===== src/rtl/assert_macros.svh =====
// Assertion helpers shared by the RTL files.
// All checks sample on clk and are quiet while rst_n is low.
`ifndef ASSERT_MACROS_SVH
`define ASSERT_MACROS_SVH

// Plain property check
`define ASSERT_CLK(label, prop, msg) \
    label: assert property (@(posedge clk) disable iff (!rst_n) (prop)) else $error(msg);

// Same-cycle implication
`define ASSERT_IMPL(label, ante, cons, msg) \
    label: assert property (@(posedge clk) disable iff (!rst_n) (ante) |-> (cons)) \
        else $error(msg);

// Next-cycle implication
`define ASSERT_NEXT(label, ante, cons, msg) \
    label: assert property (@(posedge clk) disable iff (!rst_n) (ante) |=> (cons)) \
        else $error(msg);

`endif


===== src/rtl/bda_pkg.sv =====
package bda_pkg;

    // Field widths
    localparam int unsigned NOW_W      = 32;
    localparam int unsigned MS_W       = 16;
    localparam int unsigned RATE_W     = 10;
    localparam int unsigned CODE_W     = 8;
    localparam int unsigned CFG_DATA_W = 16;
    localparam int unsigned CFG_IDX_W  = 2;
    localparam int unsigned IN_TDATA_W = 40;

    // Repeat interval = TICKS_PER_SECOND / rate
    localparam logic [RATE_W-1:0] TICKS_PER_SECOND = RATE_W'(1000);
    localparam int unsigned       DIV_STEPS        = RATE_W;
    localparam int unsigned       DIV_CNT_W        = $clog2(DIV_STEPS + 1);

    // Register indexes
    localparam logic [CFG_IDX_W-1:0] REG_DEBOUNCE_MS     = 2'd0;
    localparam logic [CFG_IDX_W-1:0] REG_FIRST_REPEAT_MS = 2'd1;
    localparam logic [CFG_IDX_W-1:0] REG_REPEAT_RATE     = 2'd2;
    localparam logic [CFG_IDX_W-1:0] REG_KEY_CODE        = 2'd3;

    // Reset values
    localparam logic [MS_W-1:0]   RST_DEBOUNCE_MS     = MS_W'(50);
    localparam logic [MS_W-1:0]   RST_FIRST_REPEAT_MS = MS_W'(500);
    localparam logic [RATE_W-1:0] RST_REPEAT_RATE     = RATE_W'(10);
    localparam logic [RATE_W-1:0] RST_REPEAT_INTERVAL = RATE_W'(100);
    localparam logic [CODE_W-1:0] RST_KEY_CODE        = CODE_W'(1);

    // Settings seen by the per-poll logic
    typedef struct packed {
        logic [MS_W-1:0]   debounce_ms;
        logic [MS_W-1:0]   first_repeat_ms;
        logic [RATE_W-1:0] repeat_interval;
        logic [CODE_W-1:0] key_code;
    } bda_cfg_t;

endpackage


===== src/rtl/button_debounce_autorepeat_top.sv =====
// Channel   Dir  Handshake                     Payload
// s_axis    in   s_axis_tvalid/s_axis_tready   raw_level, now_ms
// m_axis    out  m_axis_tvalid/m_axis_tready   event_code
// cfg       in   cfg_wr_en                     cfg_index, cfg_data
//
// One poll per cycle while s_axis_tready is high; one result per poll.
// Path: input register, debounce/repeat compare logic, result register.
// A repeat rate write starts a restoring divide; s_axis_tready is low
// until it finishes. Other registers take effect at once.
// A stalled m_axis holds the result and backs pressure into the input register.
// rst_n is asynchronous, active low; it resets control and state, not payload registers.
`include "assert_macros.svh"

module button_debounce_autorepeat_top (
    input  logic                            clk,
    input  logic                            rst_n,
    input  logic                            s_axis_tvalid,
    output logic                            s_axis_tready,
    // [0] raw_level, [32:1] now_ms, [39:33] zero
    input  logic [bda_pkg::IN_TDATA_W-1:0]  s_axis_tdata,
    output logic                            m_axis_tvalid,
    input  logic                            m_axis_tready,
    // [7:0] event_code
    output logic [bda_pkg::CODE_W-1:0]      m_axis_tdata,
    input  logic                            cfg_wr_en,
    input  logic [bda_pkg::CFG_IDX_W-1:0]   cfg_index,
    input  logic [bda_pkg::CFG_DATA_W-1:0]  cfg_data
);
    import bda_pkg::*;

    logic [MS_W-1:0]   debounce_reg, debounce_next;
    logic [MS_W-1:0]   first_rep_reg, first_rep_next;
    logic [CODE_W-1:0] key_code_reg, key_code_next;

    logic              in_valid_reg, in_valid_next;
    logic              in_raw_reg, in_raw_next;
    logic [NOW_W-1:0]  in_now_reg, in_now_next;
    logic              out_valid_reg, out_valid_next;
    logic [CODE_W-1:0] out_code_reg, out_code_next;

    logic              div_start;
    logic              div_busy;
    logic [RATE_W-1:0] repeat_interval;
    logic              in_accept;
    logic              advance;
    logic [CODE_W-1:0] event_code;
    bda_cfg_t          cfg;

    // Configuration writes
    always_comb
    begin
        debounce_next  = debounce_reg;
        first_rep_next = first_rep_reg;
        key_code_next  = key_code_reg;
        div_start      = 1'b0;
        if (cfg_wr_en)
        begin
            case (cfg_index)
                REG_DEBOUNCE_MS:     debounce_next  = cfg_data[MS_W-1:0];
                REG_FIRST_REPEAT_MS: first_rep_next = cfg_data[MS_W-1:0];
                REG_REPEAT_RATE:     div_start      = 1'b1;
                REG_KEY_CODE:        key_code_next  = cfg_data[CODE_W-1:0];
                default:             ;
            endcase
        end
    end

    bda_rate_div u_rate_div (
        .clk      (clk),
        .rst_n    (rst_n),
        .start    (div_start),
        .rate     (cfg_data[RATE_W-1:0]),
        .busy     (div_busy),
        .interval (repeat_interval)
    );

    assign cfg.debounce_ms     = debounce_reg;
    assign cfg.first_repeat_ms = first_rep_reg;
    assign cfg.repeat_interval = repeat_interval;
    assign cfg.key_code        = key_code_reg;

    // Pipeline control: input stage drains when the result stage is free
    assign advance       = in_valid_reg && (!out_valid_reg || m_axis_tready);
    assign s_axis_tready = !div_busy && (!in_valid_reg || advance);
    assign in_accept     = s_axis_tvalid && s_axis_tready;

    bda_step u_step (
        .clk        (clk),
        .rst_n      (rst_n),
        .advance    (advance),
        .raw_level  (in_raw_reg),
        .now_ms     (in_now_reg),
        .cfg        (cfg),
        .event_code (event_code)
    );

    // Input and result stages
    always_comb
    begin
        in_valid_next  = in_valid_reg;
        in_raw_next    = in_raw_reg;
        in_now_next    = in_now_reg;
        out_valid_next = out_valid_reg;
        out_code_next  = out_code_reg;
        if (in_accept)
        begin
            in_valid_next = 1'b1;
            in_raw_next   = s_axis_tdata[0];
            in_now_next   = s_axis_tdata[NOW_W:1];
        end
        else if (advance)
        begin
            in_valid_next = 1'b0;
        end
        if (advance)
        begin
            out_valid_next = 1'b1;
            out_code_next  = event_code;
        end
        else if (m_axis_tready)
        begin
            out_valid_next = 1'b0;
        end
    end

    always_ff @(posedge clk or negedge rst_n)
    begin
        if (!rst_n)
        begin
            debounce_reg  <= RST_DEBOUNCE_MS;
            first_rep_reg <= RST_FIRST_REPEAT_MS;
            key_code_reg  <= RST_KEY_CODE;
            in_valid_reg  <= 1'b0;
            out_valid_reg <= 1'b0;
        end
        else
        begin
            debounce_reg  <= debounce_next;
            first_rep_reg <= first_rep_next;
            key_code_reg  <= key_code_next;
            in_valid_reg  <= in_valid_next;
            out_valid_reg <= out_valid_next;
        end
    end

    // Payload registers
    always_ff @(posedge clk)
    begin
        in_raw_reg   <= in_raw_next;
        in_now_reg   <= in_now_next;
        out_code_reg <= out_code_next;
    end

    assign m_axis_tvalid = out_valid_reg;
    assign m_axis_tdata  = out_code_reg;

    // A waiting request moves into a free result stage by the next cycle
    `ASSERT_NEXT(a_drain, in_valid_reg && !out_valid_reg, out_valid_reg, "request stuck")
    // Result stage drained while nothing is pending leaves it empty
    `ASSERT_NEXT(a_empty, !in_valid_reg && m_axis_tready, !out_valid_reg, "result without request")
    // No request taken while the rate divide runs
    `ASSERT_NEXT(a_div_block, $rose(div_busy), !$rose(in_valid_reg), "request taken during divide")

endmodule


===== src/rtl/bda_rate_div.sv =====
`include "assert_macros.svh"

// Restoring divider: one quotient bit per cycle, TICKS_PER_SECOND / rate.
module bda_rate_div (
    input  logic                       clk,
    input  logic                       rst_n,
    input  logic                       start,
    input  logic [bda_pkg::RATE_W-1:0] rate,
    output logic                       busy,
    output logic [bda_pkg::RATE_W-1:0] interval
);
    import bda_pkg::*;

    logic                 busy_reg, busy_next;
    logic [DIV_CNT_W-1:0] cnt_reg, cnt_next;
    logic [RATE_W-1:0]    dvd_reg, dvd_next;
    logic [RATE_W-1:0]    rem_reg, rem_next;
    logic [RATE_W-1:0]    quo_reg, quo_next;
    logic [RATE_W-1:0]    div_reg, div_next;
    logic [RATE_W-1:0]    interval_reg, interval_next;

    logic [RATE_W:0]      trial;
    logic [RATE_W:0]      diff;
    logic                 q_bit;

    // One restoring step
    assign trial = {rem_reg, dvd_reg[RATE_W-1]};
    assign diff  = trial - {1'b0, div_reg};
    assign q_bit = (trial >= {1'b0, div_reg});

    always_comb
    begin
        busy_next     = busy_reg;
        cnt_next      = cnt_reg;
        dvd_next      = dvd_reg;
        rem_next      = rem_reg;
        quo_next      = quo_reg;
        div_next      = div_reg;
        interval_next = interval_reg;
        if (start)
        begin
            // a rate of zero counts as one
            div_next  = (rate == '0) ? RATE_W'(1) : rate;
            dvd_next  = TICKS_PER_SECOND;
            rem_next  = '0;
            quo_next  = '0;
            cnt_next  = DIV_CNT_W'(DIV_STEPS);
            busy_next = 1'b1;
        end
        else if (busy_reg)
        begin
            rem_next = q_bit ? diff[RATE_W-1:0] : trial[RATE_W-1:0];
            quo_next = {quo_reg[RATE_W-2:0], q_bit};
            dvd_next = {dvd_reg[RATE_W-2:0], 1'b0};
            cnt_next = cnt_reg - DIV_CNT_W'(1);
            if (cnt_reg == DIV_CNT_W'(1))
            begin
                busy_next     = 1'b0;
                interval_next = {quo_reg[RATE_W-2:0], q_bit};
            end
        end
    end

    always_ff @(posedge clk or negedge rst_n)
    begin
        if (!rst_n)
        begin
            busy_reg     <= 1'b0;
            cnt_reg      <= '0;
            div_reg      <= RST_REPEAT_RATE;
            interval_reg <= RST_REPEAT_INTERVAL;
        end
        else
        begin
            busy_reg     <= busy_next;
            cnt_reg      <= cnt_next;
            div_reg      <= div_next;
            interval_reg <= interval_next;
        end
    end

    // Datapath registers
    always_ff @(posedge clk)
    begin
        dvd_reg <= dvd_next;
        rem_reg <= rem_next;
        quo_reg <= quo_next;
    end

    assign busy     = busy_reg;
    assign interval = interval_reg;

    // Idle result is the exact integer quotient
    `ASSERT_IMPL(a_quot_low, !busy_reg, (32'(interval_reg) * 32'(div_reg)) <= 32'(TICKS_PER_SECOND), "interval too large")
    `ASSERT_IMPL(a_quot_high, !busy_reg, (32'(TICKS_PER_SECOND) - 32'(interval_reg) * 32'(div_reg)) < 32'(div_reg), "interval too small")
    `ASSERT_IMPL(a_cnt_idle, !busy_reg, cnt_reg == '0, "step count left over")

endmodule


===== src/rtl/bda_step.sv =====
`include "assert_macros.svh"

// Per-poll debounce and repeat logic with its state.
module bda_step (
    input  logic                       clk,
    input  logic                       rst_n,
    input  logic                       advance,
    input  logic                       raw_level,
    input  logic [bda_pkg::NOW_W-1:0]  now_ms,
    input  bda_pkg::bda_cfg_t          cfg,
    output logic [bda_pkg::CODE_W-1:0] event_code
);
    import bda_pkg::*;

    logic              prev_raw_reg, prev_raw_next;
    logic [NOW_W-1:0]  change_stamp_reg, change_stamp_next;
    logic [CODE_W-1:0] prev_code_reg, prev_code_next;
    logic [NOW_W-1:0]  event_stamp_reg, event_stamp_next;
    logic              in_repeat_reg, in_repeat_next;

    logic [NOW_W-1:0]  stamp;
    logic [NOW_W-1:0]  diff;
    logic              held;
    logic              level;
    logic [CODE_W-1:0] code;
    logic [MS_W-1:0]   delay;
    logic [NOW_W-1:0]  due_at;
    logic              code_changed;
    logic              due;

    // Debounce: level accepted once signed age exceeds the hold time
    assign stamp = (raw_level != prev_raw_reg) ? now_ms : change_stamp_reg;
    assign diff  = now_ms - stamp;
    assign held  = !diff[NOW_W-1] && (diff > NOW_W'(cfg.debounce_ms));
    assign level = held ? raw_level : prev_raw_reg;
    assign code  = level ? cfg.key_code : '0;

    // Repeat timing, wrapping sum and unsigned compare
    assign delay        = in_repeat_reg ? MS_W'(cfg.repeat_interval) : cfg.first_repeat_ms;
    assign due_at       = event_stamp_reg + NOW_W'(delay);
    assign due          = due_at < now_ms;
    assign code_changed = (code != prev_code_reg);

    assign event_code = (code_changed || due) ? code : '0;

    always_comb
    begin
        prev_raw_next     = prev_raw_reg;
        change_stamp_next = change_stamp_reg;
        prev_code_next    = prev_code_reg;
        event_stamp_next  = event_stamp_reg;
        in_repeat_next    = in_repeat_reg;
        if (advance)
        begin
            prev_raw_next     = raw_level;
            change_stamp_next = stamp;
            prev_code_next    = code;
            if (code_changed)
            begin
                in_repeat_next   = 1'b0;
                event_stamp_next = now_ms;
            end
            else if (due)
            begin
                in_repeat_next   = 1'b1;
                event_stamp_next = now_ms;
            end
        end
    end

    always_ff @(posedge clk or negedge rst_n)
    begin
        if (!rst_n)
        begin
            prev_raw_reg     <= 1'b0;
            change_stamp_reg <= '0;
            prev_code_reg    <= '0;
            event_stamp_reg  <= '0;
            in_repeat_reg    <= 1'b0;
        end
        else
        begin
            prev_raw_reg     <= prev_raw_next;
            change_stamp_reg <= change_stamp_next;
            prev_code_reg    <= prev_code_next;
            event_stamp_reg  <= event_stamp_next;
            in_repeat_reg    <= in_repeat_next;
        end
    end

    // A raw edge restarts the debounce timer at this poll's time
    `ASSERT_NEXT(a_stamp_restart, advance && (raw_level != prev_raw_reg), change_stamp_reg == $past(now_ms), "debounce timer not restarted")
    // Any event moves the event stamp to this poll
    `ASSERT_NEXT(a_event_stamp, advance && (code_changed || due), event_stamp_reg == $past(now_ms), "event stamp not updated")
    // A nonzero event always carries the configured key code
    `ASSERT_IMPL(a_event_val, event_code != '0, event_code == cfg.key_code, "bad event code")

endmodule

===== config.mk =====
export PLATFORM = sky130hd
export DESIGN_NAME = button_debounce_autorepeat_top
export DESIGN_NICKNAME = d
export VERILOG_FILES = /design/src/rtl/bda_pkg.sv /design/src/rtl/button_debounce_autorepeat_top.sv /design/src/rtl/bda_rate_div.sv /design/src/rtl/bda_step.sv
export VERILOG_INCLUDE_DIRS = /design/src /design/src/rtl
export SDC_FILE = /design/constraint.sdc
export NUM_CORES = 1
export LEC_CHECK = 0
export BUFFER_PORTS_ARGS = -buffer_cell sky130_fd_sc_hd__buf_2
export CAP_MARGIN = 20
export CORE_MARGIN = 2
export CORE_UTILIZATION = 60
export CTS_BUF_LIST = sky130_fd_sc_hd__clkbuf_16
export CTS_CLUSTER_DIAMETER = 100
export DETAILED_ROUTE_END_ITERATION = 8
export PLACE_DENSITY = 0.76
export SYNTH_ARGS = -nofsm -noshare
export SYNTH_HDL_FRONTEND = slang
export SYNTH_SLANG_ARGS = --single-unit

===== constraint.sdc =====
create_clock -name clk -period 12.9 [get_ports clk]
set_input_delay 0.645 -clock clk [delete_from_list [all_inputs] [get_ports clk]]
set_output_delay 0.645 -clock clk [all_outputs]
set_load 0.05 [all_outputs]

---- Yosys cells after proc, flatten, opt, wreduce, memory -nomap -nowiden ----
Cells that the tools add are included.
storage, ports and cells
  register bits after elaboration ......... 208
cells by class
  $add $sub $neg .......................... 4
  order comparisons ....................... 3
  equal/unequal tests ..................... 6
  mux-type cells .......................... 21
  bitwise logic cells ..................... 1
  reductions and logical operators ........ 22
operators with widths
  operator                                              number
  two-way mux 32 bit                                    3
  adder 32 x 16 -> 32 bit                               1
  greater-than comparator 32 x 16 -> 1 bit              1
  less-than comparator 32 bit                           1
  subtractor 32 bit                                     1
  two-way mux 10 bit                                    2
  two-way mux 16 bit                                    1
  two-way mux 1 bit                                     12
  greater-or-equal comparator 11 x 10 -> 1 bit          1
  zero test 10 bit                                      1
  subtractor 10 bit                                     1
  two-way mux 4 bit                                     2
  two-way mux 8 bit                                     1
  != test 8 bit                                         1
  AND reduction 2 bit                                   4
  nonzero test 2 bit                                    4
  equality test 2 bit (second input constant)           2
  equality test 4 x 1 -> 1 bit (second input constant)  1
  logical AND 1 bit                                     4
  zero test 1 bit                                       4
  subtractor 4 x 1 -> 4 bit (second input constant)     1
  logical OR 1 bit                                      3
  AND reduction 3 bit                                   1
  equality test 2 x 1 -> 1 bit (second input constant)  1
  other kinds (3)                                       3

---- Logic depth before layout (Yosys ltp) ----
Gate-level depths: netlist of the first run.
  depth in word-level cells ............... 10
  gate-level depth with buffers ........... 32

---- By module ----
From an unflattened synthesis of the first run, not the netlist that was laid out.
unflattened totals
  cells, all modules ...................... 1,381
  area, all modules ....................... 13,365.3 um2
by module, submodules not included
  module                          times used  cells each  area each (um2)
  bda_step                        1           984         7,971.4
  button_debounce_autorepeat_top  1           138         2,857.7
  bda_rate_div                    1           259         2,536.2

---- Least setup slack after synthesis of the first run ----
No wires, ideal clock.
  kind .................................... register to register
  from .................................... register in_raw_reg
  to ...................................... register u_step.event_stamp_reg[10]
  library setup time ...................... 0.125 ns
  arrival time ............................ 6.436 ns
  data required time ...................... 12.775 ns
  path slack .............................. 6.339 ns
  cell stages (with the launch flop) ...... 29
  buffers on the path ..................... 5
  cells stage by stage .................... edfxtp_1 -> buf_6 -> xnor2_2 -> clkbuf_1 -> clkbuf_1 -> buf_1 -> o21ai_0 -> ha_1 -> inv_1 -> ha_1 -> mux2i_1 -> a211oi_4 -> nor3_1 -> or2_2 -> xnor2_1 -> ha_1 -> and3_1 -> a221o_1 -> a221o_1 -> a21oi_1 -> a31oi_1 -> a221oi_1 -> nand4_1 -> nor3b_2 -> mux2i_1 -> o31ai_2 -> a41oi_4 -> buf_6 -> mux2_4
between the ends
  longest elaborated chain between the ends .. 10
  elaborated cells between the ends (all ways) .. 12
ends and longest elaborated chain
  item                                                                                RTL line                               RTL
  from (decl)                                                                         button_debounce_autorepeat_top.sv:36   logic in_raw_reg, in_raw_next;
  from (signal assigned)                                                              button_debounce_autorepeat_top.sv:149  in_raw_reg <= in_raw_next;
  != test 1 bit (*)                                                                   bda_step.sv:32                         assign stamp = (raw_level != prev_raw_reg) ? now_ms : change_stamp_reg;
  two-way mux 32 bit (*)                                                              bda_step.sv:32
  net u_step.stamp[0]                                                                 bda_step.sv:21                         logic [NOW_W-1:0] stamp;
  subtractor 32 bit (*)                                                               bda_step.sv:33                         assign diff = now_ms - stamp;
  greater-than comparator 32 x 16 -> 1 bit / zero test 1 bit (equally long branches)  bda_step.sv:34                         assign held = !diff[NOW_W-1] && (diff > NOW_W'(cfg.debounce_ms));
  logical AND 1 bit (*)                                                               bda_step.sv:34
  two-way mux 1 bit (*)                                                               bda_step.sv:35                         assign level = held ? raw_level : prev_raw_reg;
  two-way mux 8 bit (*)                                                               bda_step.sv:36                         assign code = level ? cfg.key_code : '0;
  != test 8 bit (*)                                                                   bda_step.sv:42                         assign code_changed = (code != prev_code_reg);
  nonzero test 2 bit (no source line)                                                 --
  AND reduction 2 bit (no source line)                                                --
  to (signal assigned)                                                                bda_step.sv:86                         event_stamp_reg <= event_stamp_next;
  to (decl)                                                                           bda_step.sv:18                         logic [NOW_W-1:0] event_stamp_reg, event_stamp_next;
Mark *: on every way through the listed nets, which the timed path passes. The rest lies on a longest branch.
A chain may end at the register's enable or synchronous reset.

---- Final worst setup path of the first run ----
  from .................................... register in_raw_reg
  to ...................................... register u_step.event_stamp_reg[1]
The elaborated chain is that of the path after synthesis.

==> results of run 1 <==
## placed cells by master (no fill, tap or decap), drive strengths merged, types with 11 or more instances in the layout
| cell type | instances |
|---|---|
| mux2i | 27 |
| nor3 | 18 |
| dfrtp | 126 |
| a21o | 30 |
| nand2 | 135 |
| a21oi | 91 |
| o31ai | 15 |
| xor2 | 19 |
| nand4 | 21 |
| o21bai | 13 |
| ha | 96 |
| a211oi | 18 |
| nand3 | 18 |
| inv | 103 |
| and3 | 14 |
| nand2b | 25 |
| o211ai | 11 |
| dfstp | 15 |
| a31oi | 16 |
| nor2 | 105 |
| mux2 | 71 |
| xnor2 | 44 |
| buf | 75 |
| nor2b | 23 |
| and2 | 19 |
| dfxtp | 26 |
| clkbuf | 24 |
| o21ai | 108 |
| edfxtp | 41 |
## through the flow
stage | setup slack [ns] | utilization, % | hold WS, ns
after floorplan | 6.34 | - | 0.349
after detailed placement | 5.27 | 63.5 | 0.451
final | 5.11 | 67.5 | 0.171
after global routing | 4.55 | 67.5 | 0.229
after CTS | 5.21 | 67.4 | 0.181
after global placement | 5.31 | 63.5 | 0.441
## cell type report
type	instances	share of cell area, %
inverters	98	2.50
clock inverters	18	1.73
repair buffers	75	2.85
multi-input cells	1045	50.4
well taps	280	2.38
flip-flops and latches	208	36.1
clock buffers	24	4.09
## critical path: stages, from the launching register on
cell,delay (ns)
edfxtp_1,0.60
xnor2_4,0.22
buf_4,0.50
nand2_1,0.09
o21ai_0,0.09
ha_1,0.21
o22ai_1,0.15
o211ai_1,0.45
nand3_1,0.36
a221oi_1,0.49
o21ai_0,0.23
xor2_1,0.18
ha_1,0.30
and4_1,0.22
a221o_1,0.33
a21oi_1,0.12
a31oi_1,0.06
a221oi_1,0.25
nand4_1,0.23
nor3b_2,0.33
mux2i_1,0.75
o31ai_2,0.23
a41oi_4,0.21
buf_4,0.57
mux2_2,0.41
## logic make-up after synthesis
family,count (synthesis),share of synthesized area (%)
AO/OA/AOI/OAI,371,18.0
XOR/XNOR,63,4.35
adder cells (fa/ha/maj),103,9.72
buffers and inverters,153,4.60
flip-flops,208,39.9
multiplexers,98,8.70
AND/OR/NAND/NOR,410,14.8
## worst max path at each step
stage / end / slack, ns / cells past startpoint
2_1_floorplan: u_step.event_stamp_reg[10]$_DFFE_PN0P_ / 6.34 / 28
3_3_place_gp: u_step.event_stamp_reg[1]$_DFFE_PN0P_ / 5.31 / 24
3_5_place_dp: u_step.event_stamp_reg[14]$_DFFE_PN0P_ / 5.27 / 25
4_1_cts: u_step.event_stamp_reg[15]$_DFFE_PN0P_ / 5.21 / 25
5_1_grt: u_step.event_stamp_reg[1]$_DFFE_PN0P_ / 4.55 / 30
6_report: u_step.event_stamp_reg[1]$_DFFE_PN0P_ / 5.11 / 24
## power groups by stage
| stage | Sequential, W | Clock, W | Combinational [W] |
|---|---|---|---|
| finish | 0.00109 | 0.000737 | 0.00240 |
| global route | 0.00112 | 0.000776 | 0.00269 |
| CTS | 0.00109 | 0.000750 | 0.00238 |
| detailed placement | 0.00110 | 0 | 0.00236 |
| global placement | 0.00109 | 0 | 0.00228 |
| floorplan | 0.00106 | 0 | 0.00189 |
## metal layers
metal  vias to the layer above  track usage (%)
li1                       5112                -
met1                      5022             35.4
met2                       236             42.7
met3                        58             3.66
met4                         0             9.61
met5                         -                0
==> run metrics, run 1 <==
routed vias 10400; Worst Skew 0.0213 ns; NumNets Final 1612; ant diodes 0; critical-path maximum fanout 59; Fillers 1773; Placed Area 13800 sq um; CP startpoint in_raw_reg$_DFFE_PP_; drc violations 0; Initial DRC Count 634; unrepaired setup endpoints after global routing no; Synth async-reset ratio 67.8%; total global-route track usage 26.0%; wl on met1 13.7 mm; post-DR vias/cell 5.97; Clock Power Share 17.4%; hold buffer count at cts 0; Worst-path clk slew 0.07 ns; Placed Cells 1705; CP startpoint kind flip-flop; first-pass GRT wire length 50.6 mm; Resized cells post-CTS 0; power share of the sequential group 25.9%; cell area after layout 14700 sq um; CTS tree built; minimum clock period after layout 7.79 ns; CTS Root Cell clkbuf_16; register bit total from synthesis 208; Comb power frac 56.7%; Core ar. 21800 sq um; endpoint type of the worst setup path flip-flop; reg2reg end u_step.event_stamp_reg[1]$_DFFE_PN0P_; fmax 0.128 GHz; max layer used met4; Layout Cells excl Fill 1748; Die X 153 um; die height 153 um; VDD IR max 0.169 mV; Fin Setup TNS 0 ns; Distinct cells, synth 84; Leakage 6.61 nW; TritonCTS Sinks 208; total wire length 30.4 mm; Setup Crit Path Kind reg -> reg; DR WL/cell 17.4 um; PortBufs 65; first-pass detailed-route iteration total 5; H-tree depth 1; die area 23400 sq um; GRT overflow 0; Area contributors post-synth dfrtp_1 (24%), edfxtp_1 (9.3%), ha_1 (9.0%); met2 WL 14.3 mm; Setup Buffers After CTS 0; DR WL met3 1.35 mm; P_int 0.00242 W; Yosys warning count 0; Worst Path Arrival 8.21 ns; io pins 73; Routed Antenna Nets 0; Area growth, synth to finish 10.6%; Hold Crit Class in -> async; cells after synthesis 1406; Post-synth EDFFs 41; R2R Path Start in_raw_reg$_DFFE_PP_; count leader, synth nand2_1; Max Slew Vio Count 0; worst rel slew slack 31.1%; final count of hold timing violations 0; power per cell area 288 nW/um^2; Worst-Margin Slew 1.03 ns; Final period util 60.4%; status finished clean; max_cap viols 0; Top FF cell, synth dfrtp_1; Initial Utilization 61.1%; critical path data required time 13.32 ns; Seq/Total Area, Yosys 39.9%; # setup viols final 0; Multi-input gate area 7400 sq um; maximum clock path buffer count 3; CTS buffer count 23; Syn Nets 1567; Worst Reg-to-Reg Cells 24; Final Wtd Congestion 0.930; Worst R2R Setup Slack 5.11 ns; clk_lat worst skew 0.54 ns; mapped cell area 13300 sq um; net load switching power 0.00181 W; Avg Cell Area, Syn 9.45 sq um; Synth area leader dfrtp_1; switching share of total power 42.9%; Post-DP HPWL 21.8 mm; Power Total 0.00423 W; initial antenna violation count 0; Sequential Area 5300 sq um; Synth top cells by count nand2_1 (135), dfrtp_1 (126), o21ai_0 (107); layout cell share with drive strength beyond 1 15.0%; Cell Rows 54; Synth top area share 23.7%; via count of the first global-routing pass 10100; largest net degree at the start of global routing 82
Power figures use the tool's default switching activity.
==> inputs of run 2 (changes only) <==
- clock period: 12.9 -> 8 ns (I/O delays scaled with it)
==> run metrics, run 2 (synthesis gave the netlist of run 1 again) <==
maximum clock path buffer count 3 (unchanged); Comb power frac 58.1% (was 56.7%); P_int 0.00378 W (was 0.00242 W); Hold WS 0.0422 ns (was 0.171 ns); R2R Path Start u_step.in_repeat_reg$_DFFE_PN0P_ (was in_raw_reg$_DFFE_PP_); met2 WL 14.0 mm (was 14.3 mm); worst rel slew slack 29.8% (was 31.1%); Max Slew Vio Count 0 (unchanged); routed vias 10300 (was 10400); Post-DP HPWL 21.9 mm (was 21.8 mm); Fin Setup TNS 0 ns (unchanged); Area growth, synth to finish 10.2% (was 10.6%); layout cell share with drive strength beyond 1 14.9% (was 15.0%); DR WL met3 1.29 mm (was 1.35 mm); CP startpoint kind flip-flop (unchanged); die area 23400 sq um (unchanged); net load switching power 0.00293 W (was 0.00181 W); max_cap viols 0 (unchanged); Crit path max-delay family compound AO/OA/AOI/OAI gates (unchanged); drc violations 0 (unchanged); NumNets Final 1617 (was 1612); Core ar. 21800 sq um (unchanged); die height 153 um (unchanged); hold depth 1; Initial DRC Count 559 (was 634); Cell Rows 54 (unchanged); clk_lat worst skew 0.53 ns (was 0.54 ns); via count of the first global-routing pass 10100 (about the same); fmax 0.137 GHz (was 0.128 GHz); commonest non-fill, non-tap cell in the layout nand2_1 (unchanged); post-DR vias/cell 5.88 (was 5.97); Hold Crit Class in -> reg (was in -> async); CTS tree built (unchanged); WP buf/inv 2 (unchanged); critical-path maximum fanout 32 (was 59); Die X 153 um (unchanged); reg2reg end u_step.event_stamp_reg[14]$_DFFE_PN0P_ (was u_step.event_stamp_reg[1]$_DFFE_PN0P_); Final Wtd Congestion 0.887 (was 0.930); largest net degree at the start of global routing 74 (was 82); ant diodes 0 (unchanged); Worst R2R Setup Slack 0.68 ns (was 5.11 ns); most frequent cells in the layout nand2_1 (134), dfrtp_1 (126), o21ai_0 (107) (unchanged); first-pass GRT wire length 50.7 mm (was 50.6 mm); GRT overflow 0 (unchanged); CTS Root Cell clkbuf_16 (unchanged); # setup viols final 0 (unchanged); Setup Buffers After CTS 0 (unchanged); io pins 73 (unchanged); Placed Area 13900 sq um (was 13800 sq um); Worst Reg-to-Reg Cells 25 (was 24); max layer used met4 (unchanged); Worst Path Arrival 7.73 ns (was 8.21 ns); Worst Skew 0.0108 ns (was 0.0213 ns); Worst-Margin Slew 1.05 ns (was 1.03 ns); total wire length 30.5 mm (was 30.4 mm); final count of hold timing violations 0 (unchanged); power share of the sequential group 26.3% (was 25.9%); cell area after layout 14600 sq um (was 14700 sq um); slowest stage cell, crit path o31ai_1 (was mux2i_1); switching share of total power 43.7% (was 42.9%); unrepaired setup endpoints after global routing no (unchanged); endpoint type of the worst setup path flip-flop (unchanged); Routed Antenna Nets 0 (unchanged); hold path endpoint in_now_reg[2]$_DFFE_PP_; H-tree depth 1 (unchanged); Fillers 1718 (was 1773); HP Start s_axis_tdata[3]; power per cell area 458 nW/um^2 (was 288 nW/um^2); VDD IR max 0.247 mV (was 0.169 mV); critical path data required time 8.41 ns (was 13.32 ns); Leakage 6.60 nW (was 6.61 nW); largest stage delay on the critical path 0.82 ns (was 0.75 ns); Setup Crit Path Kind reg -> reg (unchanged); TritonCTS Sinks 208 (unchanged); DR WL/cell 17.4 um (about the same); CTS buffer count 24 (was 23); Worst-path clk slew 0.06 ns (was 0.07 ns); first-pass detailed-route iteration total 4 (was 5); total global-route track usage 26.3% (was 26.0%); initial antenna violation count 0 (unchanged); status finished clean (unchanged); wl on met1 14.3 mm (was 13.7 mm); Initial Utilization 61.1% (unchanged); minimum clock period after layout 7.32 ns (was 7.79 ns); PortBufs 65 (unchanged); Clock Power Share 15.6% (was 17.4%); Final period util 91.5% (was 60.4%)
## run 2: final cells by class
type	instances	area, sq um	area share, %
Multi-Input combinational cell	1045	7400	50.5
Clock inverter	17	86.3	0.590
Tap cell	280	350	2.39
Sequential cell	208	5300	36.2
Clock buffer	27	676	4.61
Inverter	98	368	2.51
Timing Repair Buffer	79	464	3.17
## run 2: metrics by stage
stage | total power (W) | instances | util, % | setup slack, ns
finish | 0.00671 | 1754 | 67.3 | 0.683
global route | 0.00731 | 1754 | 67.3 | 0.261
CTS | 0.00670 | 1753 | 67.2 | 0.631
detailed placement | 0.00561 | 1708 | 63.7 | 0.752
global placement | 0.00548 | 1708 | 63.7 | 0.942
floorplan | 0.00475 | 1406 | - | 1.44
## run 2: worst max-delay path by stage
stage,startpoint,slack [ns],cells after the start,end
after floorplan,in_raw_reg$_DFFE_PP_,1.44,28,u_step.event_stamp_reg[10]$_DFFE_PN0P_
after CTS,u_step.in_repeat_reg$_DFFE_PN0P_,0.63,25,u_step.event_stamp_reg[27]$_DFFE_PN0P_
after global routing,u_step.in_repeat_reg$_DFFE_PN0P_,0.26,24,u_step.event_stamp_reg[27]$_DFFE_PN0P_
final,u_step.in_repeat_reg$_DFFE_PN0P_,0.68,25,u_step.event_stamp_reg[14]$_DFFE_PN0P_
after global placement,u_step.in_repeat_reg$_DFFE_PN0P_,0.94,24,u_step.event_stamp_reg[11]$_DFFE_PN0P_
after detailed placement,u_step.in_repeat_reg$_DFFE_PN0P_,0.75,25,u_step.event_stamp_reg[14]$_DFFE_PN0P_
## run 2: worst reg2reg max path: stages, from the launching register on
cell and delay (ns):
dfrtp_1 0.58, mux2_2 0.39, ha_1 0.20, fa_1 0.40, a21o_1 0.18, a21oi_1 0.22, o21bai_1 0.09, a21oi_1 0.28
o21bai_1 0.12, a21oi_1 0.26, o21bai_1 0.09, a21oi_1 0.24, o21ai_0 0.23, a211oi_1 0.28, buf_4 0.17, o21bai_1 0.24
a31oi_1 0.28, xnor2_1 0.09, ha_1 0.30, nand4_1 0.11, nor2_1 0.15, or4b_2 0.62, o31ai_1 0.82, a41oi_4 0.23
buf_12 0.28, mux2_4 0.35
## run 2: repair_timing
action                                 CTS  global route
resized for setup                        0             0
hold buffers                             1             0
endpoints found under the hold margin   70             0
## run 2: routing by layer
layer  GRT usage (%)  vias up
met2            43.7      213
met3            3.97       58
met4            7.63        0
li1                -     5129
met1            36.0     4918
met5               0        -
## run 2: power by group through the flow
stage	Combinational, W	Clock, W	Sequential (W)
after CTS	0.00388	0.00106	0.00176
after detailed placement	0.00384	0	0.00177
after global routing	0.00439	0.00111	0.00181
after global placement	0.00372	0	0.00176
after floorplan	0.00304	0	0.00171
final	0.00390	0.00105	0.00177
